===== config.mk =====
export PLATFORM = sky130hd
export DESIGN_NAME = scom_lane
export DESIGN_NICKNAME = d
export VERILOG_FILES = /design/src/design/scom_pkg.sv /design/src/design/scom_lane.sv
export SDC_FILE = /design/constraint.sdc
export NUM_CORES = 1
export LEC_CHECK = 0
export BUFFER_PORTS_ARGS = -buffer_cell sky130_fd_sc_hd__buf_2
export CORE_MARGIN = 5
export CORE_UTILIZATION = 30
export CTS_BUF_LIST = sky130_fd_sc_hd__clkbuf_8
export CTS_CLUSTER_DIAMETER = 50
export DETAILED_ROUTE_END_ITERATION = 7
export GPL_ROUTABILITY_DRIVEN = 0
export SYNTH_ARGS = -nofsm -noshare
export SYNTH_HDL_FRONTEND = slang
export SYNTH_SLANG_ARGS = --single-unit

===== constraint.sdc =====
create_clock -name clk -period 7.8 [get_ports clk]
set_clock_uncertainty 0.1 [all_clocks]
set_input_delay 1.56 -clock clk [delete_from_list [all_inputs] [get_ports clk]]
set_output_delay 1.56 -clock clk [all_outputs]
set_load 0.005 [all_outputs]

===== src/design/scom_pkg.sv =====
// Seam colour offset match: shared types, widths and command codes.
// Used by the interfaces, the lane and the top level. No dependencies.
package scom_pkg;

  // Pixel and register widths
  localparam int PIX_W   = 8;
  localparam int CMD_W   = 3;
  localparam int CNT_CFG_W = 7;
  localparam int SIZE_CFG_W = 13;
  localparam int CFG_IDX_W = 3;

  // Accumulator widths (sized for the default image limits)
  localparam int SUM_W   = 25;
  localparam int CNT_W   = 18;
  localparam int OFF_W   = 18;
  localparam int PROD_W  = SUM_W + CNT_W;
  localparam int DEN_W   = 2 * CNT_W;
  localparam int QW      = 17;
  localparam int REM_W   = DEN_W + QW;
  localparam int SH_W    = 5;

  // Commands
  localparam logic [CMD_W-1:0] CMD_CLEAR    = 3'd0;
  localparam logic [CMD_W-1:0] CMD_SAMPLE_L = 3'd1;
  localparam logic [CMD_W-1:0] CMD_SAMPLE_R = 3'd2;
  localparam logic [CMD_W-1:0] CMD_FINISH   = 3'd3;
  localparam logic [CMD_W-1:0] CMD_ADJUST_L = 3'd4;
  localparam logic [CMD_W-1:0] CMD_ADJUST_R = 3'd5;

  // Register indexes
  localparam logic [CFG_IDX_W-1:0] REG_SAMPLE_COUNT = 3'd0;
  localparam logic [CFG_IDX_W-1:0] REG_LEFT_WIDTH   = 3'd1;
  localparam logic [CFG_IDX_W-1:0] REG_LEFT_HEIGHT  = 3'd2;
  localparam logic [CFG_IDX_W-1:0] REG_RIGHT_WIDTH  = 3'd3;
  localparam logic [CFG_IDX_W-1:0] REG_RIGHT_HEIGHT = 3'd4;

  // Result kinds and status
  localparam logic RES_REPORT = 1'b0;
  localparam logic RES_PIXEL  = 1'b1;
  localparam logic STAT_OK    = 1'b0;
  localparam logic STAT_EMPTY = 1'b1;

  // Control from the sequencer to each colour lane
  typedef struct packed {
    logic            clear;
    logic            add_left;
    logic            add_right;
    logic            fin_init;
    logic            mul_en;
    logic            rn_bit;
    logic            ln_bit;
    logic            prep;
    logic            div_en;
    logic            fin_done;
    logic            err;
    logic            adj_sub;
    logic [SH_W-1:0] shift;
  } lane_ctl_t;

endpackage


===== src/design/scom_lane.sv =====
// Seam colour offset match: one colour lane. Holds the side sums, runs the
// shift-add products and restoring division at finish, and adjusts pixels.
// Depends on scom_pkg.
module scom_lane (
  input  logic                                clk,
  input  logic                                rst,
  input  scom_pkg::lane_ctl_t                 ctl,
  input  logic [scom_pkg::PIX_W-1:0]          pixel,
  input  logic [scom_pkg::PIX_W-1:0]          hist,
  input  logic [scom_pkg::DEN_W-1:0]          den,
  output logic signed [scom_pkg::OFF_W-1:0]   offset,
  output logic [scom_pkg::PIX_W-1:0]          adjusted
);
  localparam int PW = scom_pkg::PROD_W;
  localparam int RW = scom_pkg::REM_W;
  localparam int OW = scom_pkg::OFF_W;

  logic [scom_pkg::SUM_W-1:0] left_sum;
  logic [scom_pkg::SUM_W-1:0] right_sum;
  logic [PW-1:0]              prod_a;
  logic [PW-1:0]              prod_b;
  logic                       neg;
  logic [RW-1:0]              rem;
  logic [scom_pkg::QW-1:0]    quo;

  logic [PW-1:0]        ls_sh, rs_sh, mag;
  logic signed [PW:0]   diff;
  logic [RW-1:0]        dsh;
  logic                 ge;
  logic [RW:0]          twice_r;
  logic                 inc;
  logic [OW-1:0]        qr, rounded;

  // Shifted operands for the product and division steps
  assign ls_sh = PW'(left_sum) << ctl.shift;
  assign rs_sh = PW'(right_sum) << ctl.shift;
  assign diff  = $signed({1'b0, prod_a}) - $signed({1'b0, prod_b});
  assign mag   = diff[PW] ? PW'(-diff) : PW'(diff);
  assign dsh   = RW'(den) << ctl.shift;
  assign ge    = rem >= dsh;

  // Round half to even, then apply the sign
  assign twice_r = {rem, 1'b0};
  assign inc     = (twice_r > (RW + 1)'(den)) ||
                   ((twice_r == (RW + 1)'(den)) && quo[0]);
  assign qr      = OW'(quo) + OW'(inc);
  assign rounded = neg ? (~qr + OW'(1)) : qr;

  // Sums and stored offset
  always_ff @(posedge clk) begin
    if (rst) begin
      left_sum  <= '0;
      right_sum <= '0;
      offset    <= '0;
    end else if (ctl.clear) begin
      left_sum  <= '0;
      right_sum <= '0;
      offset    <= '0;
    end else begin
      if (ctl.add_left) begin
        left_sum <= left_sum + scom_pkg::SUM_W'(hist);
      end
      if (ctl.add_right) begin
        right_sum <= right_sum + scom_pkg::SUM_W'(pixel);
      end
      if (ctl.fin_done) begin
        left_sum  <= '0;
        right_sum <= '0;
        offset    <= ctl.err ? '0 : $signed(rounded);
      end
    end
  end

  // Finish datapath: products, then quotient bits MSB first
  always_ff @(posedge clk) begin
    if (ctl.fin_init) begin
      prod_a <= '0;
      prod_b <= '0;
      quo    <= '0;
    end
    if (ctl.mul_en) begin
      prod_a <= prod_a + (ctl.rn_bit ? ls_sh : '0);
      prod_b <= prod_b + (ctl.ln_bit ? rs_sh : '0);
    end
    if (ctl.prep) begin
      neg <= diff[PW];
      rem <= RW'(mag) << 8;
    end
    if (ctl.div_en) begin
      if (ge) begin
        rem <= rem - dsh;
      end
      quo <= {quo[scom_pkg::QW-2:0], ge};
    end
  end

  // Pixel adjust: (512*p -/+ offset)/512, half-even, clamped
  logic signed [20:0] off_ext, delta, wv;
  logic [11:0]        aq;
  logic [8:0]         ar;
  logic [12:0]        aq1;

  always_comb begin
    off_ext = {{(21 - OW){offset[OW-1]}}, offset};
    delta   = ctl.adj_sub ? -off_ext : off_ext;
    wv      = $signed({4'b0, pixel, 9'b0}) + delta + 21'sd131072;
    if (wv < 0) begin
      wv = '0;
    end
    aq  = wv[20:9];
    ar  = wv[8:0];
    aq1 = {1'b0, aq} + 13'((ar > 9'd256) || ((ar == 9'd256) && aq[0]));
    if (aq1 < 13'd256) begin
      adjusted = '0;
    end else if (aq1 > 13'd511) begin
      adjusted = 8'd255;
    end else begin
      adjusted = aq1[7:0];
    end
  end
endmodule

==> qor.yml <==
global_routing:
  grt_max_degree: 128
  met1_usage: 0.252
  grt_pass1_vias: 25512
  met3_usage: 0.0233
  track_usage: 0.184
  met2_usage: 0.283
  grt_pass1_wl_um: 146000
  grt_antenna_before_repair: 8
  gr-total-overflow: 0
  top_usage_layer: "met2"
route:
  first_pass_iters: 6
  ant_nets: 0
  wl_per_cell_um: 19.1
  vias: 27718
  drcViolationCount: 0
  drtIter0Drc: 2952
  totalWireLength_um: 95200
  vias_per_cell: 5.57
sta:
  finalSetupTns_ns: 0
  whs_ns: 0.424
  finalCritPeriodShare: 0.896
  rsz0062_at_grt: "no"
  finalMaxSlewViolations: 0
  final-hold-violation-count: 0
  fmax_mhz: 143
  tightestPinTransition_ns: 1.12
  setup_viol_count_final: 0
  slew_headroom: 0.243
  fin_crit_ns: 6.99
final_layout:
  final_nets: 4013
  drive_gt1_frac: 0.0890
  post-route-util: 0.334
  synthToLayoutAreaGrowth_pct: 10.3
  design_area_um2: 30600
  n_fill_cell: 9799
  final_common_cell: "nor2_1"
  final_cell_mix: "nor2_1, nand2_1, a21oi_1, o21ai_0, ha_1"
power:
  clockPowerShare: 0.189
  netSwitchingFraction: 0.465
  p_int_uw: 4140
  peakVddDrop_mv: 0.124
  powerDensity_nw_per_um2: 252
  leakagePower_uw: 0.0131
  net-switching-power_uw: 3600
  power_frac_comb: 0.589
  power_frac_seq: 0.222
logic_synthesis:
  synthFlopType: "dfxtp_1"
  syn_nets: 3996
  syn_inst: 3672
  netlist_area_um2: 27800
  synth_edf_count: 104
  avgSynthCellArea_um2: 7.56
  async_reset_ff_frac: 0
  synth_cell_types: 104
  ys_warn_count: 0
  ys_seq_area_frac: 0.200
  ys_ff_latch: 225
clock_tree:
  cts_sinks: 225
  htree_num_levels: 2
  clk_pin_slew_ns: 0.06
  clock_path_buffers: 3
  cts-root-buf: "clkbuf_8"
  post_cts_resized: 0
  cts_made_buffers: 50
  clock_latency_ns: 0.64
  post-cts-setup-buffers: 0
  cts_tree: "done"
  cts_hold_buffers: 0
hold_path:
  hp-class: "reg2reg"
worst_setup_path:
  startpoint_type: "flip-flop"
  cp_max_fo: 8
  worstPathArrival_ns: 5.33
  critPathRequiredTime_ns: 6.14
  critPathKind: "reg2out"
  endpoint_kind: "output port"
floorplanning:
  start_util: 0.302
  core_um2: 91800
  rows: 111
  die_area_um2: 98700
  die_x_um: 314
  die_height_um: 314
  io-pin-count: 97
run:
  maxCapViolCount: 0
placement:
  numPortBuffers: 96
  dp_hpwl_um: 76300
  place_area_um2: 29500
status:
  status: "finished clean"
-- power by group through the flow --
stage | clock (µW) | sequential (µW) | combinational (µW)
after floorplan | 0 | 1610 | 3380
after global placement | 0 | 1720 | 4410
after detailed placement | 0 | 1730 | 4430
after CTS | 1500 | 1710 | 4460
after global routing | 1550 | 1730 | 5000
final | 1470 | 1720 | 4550
-- sequential cells by signal, summed over array words and instances, names as in the netlist --
register,count
left_sum,25
neg,1
offset,18
prod_a,43
prod_b,43
quo,17
rem,53
right_sum,25
-- path summary, 6_finish.rpt --
check / from / endpoint / slack (ns) / cells past startpoint
worst max-delay path: offset[4] / adjusted[4] / 0.81 / 18
worst min-delay path: rem[5] / rem[5] / 0.42 / 2
worst max register to register: rem[2] / offset[15] / 2.27 / 23
worst min register to register: rem[5] / rem[5] / 0.42 / 2
-- cell usage after synthesis (all sizes together), types with 44 or more instances --
| master | count | area, µm² |
|---|---|---|
| nor2 | 396 | 1490 |
| nand2 | 391 | 1470 |
| a21oi | 306 | 1550 |
| o21ai | 254 | 1280 |
| ha | 246 | 3080 |
| inv | 195 | 732 |
| clkbuf | 143 | 537 |
| xnor2 | 142 | 1240 |
| a21o | 134 | 1010 |
| dfxtp | 121 | 2420 |
| xor2 | 114 | 998 |
| edfxtp | 104 | 3120 |
| nand3 | 92 | 460 |
| nor3 | 88 | 445 |
| mux2i | 86 | 861 |
| a211oi | 60 | 450 |
| and2 | 53 | 332 |
| nand4 | 49 | 307 |
| nor2b | 44 | 275 |
-- per-layer routing --
metal	up-vias	wire length [µm]
met2	1132	40500
met3	228	7030
met4	10	5390
met1	12890	42200
met5	-	62
li1	13458	-
-- through the flow --
stage	worst slack (ns)	std cells	total power [µW]
global placement	0.392	4880	6140
floorplan	0.745	3672	4990
global route	0.271	4973	8290
detailed placement	0.447	4880	6160
CTS	0.822	4972	7670
finish	0.813	4973	7740
-- worst max-delay path: stages, from the launching register on --
cell      delay, ns
dfxtp_1        0.35
or4_1          0.59
nor4_1         0.37
nand3b_1       0.26
o21ai_0        0.25
xnor2_1        0.20
ha_1           0.32
a21o_1         0.17
a21oi_1        0.22
o21bai_1       0.09
a21oi_1        0.22
xnor2_1        0.17
nand3_1        0.13
nor2_1         0.22
and3b_1        0.19
a31oi_1        0.04
mux2_2         0.34
o21ai_0        0.36
buf_2          0.20
-- cells by family (layout without fill, tap and decap cells) --
logic type	after synthesis	in the layout	share of synthesized area
other	0	1	0
adders and majority gates	253	253	0.116
buffers and inverters	372	429	0.0511
xor gates and xnor gates	256	256	0.0807
and+or+nand+nor	1320	1320	0.224
muxes	151	151	0.0741
AOI/OAI and AO/OA	1095	1095	0.254
DFF	225	225	0.200
-- final cells by class --
type | count | area (µm²) | area share
Multi-Input combinational cell | 3075 | 20800 | 0.680
Timing Repair Buffer | 138 | 856 | 0.0279
Inverter | 199 | 747 | 0.0244
Sequential cell | 225 | 5550 | 0.181
Antenna cell | 1 | 2.50 | 0.0000817
Tap cell | 1243 | 1560 | 0.0508
Clock buffer | 54 | 743 | 0.0243
Clock inverter | 38 | 353 | 0.0115
No activity file was read; power rests on OpenSTA's default activity.
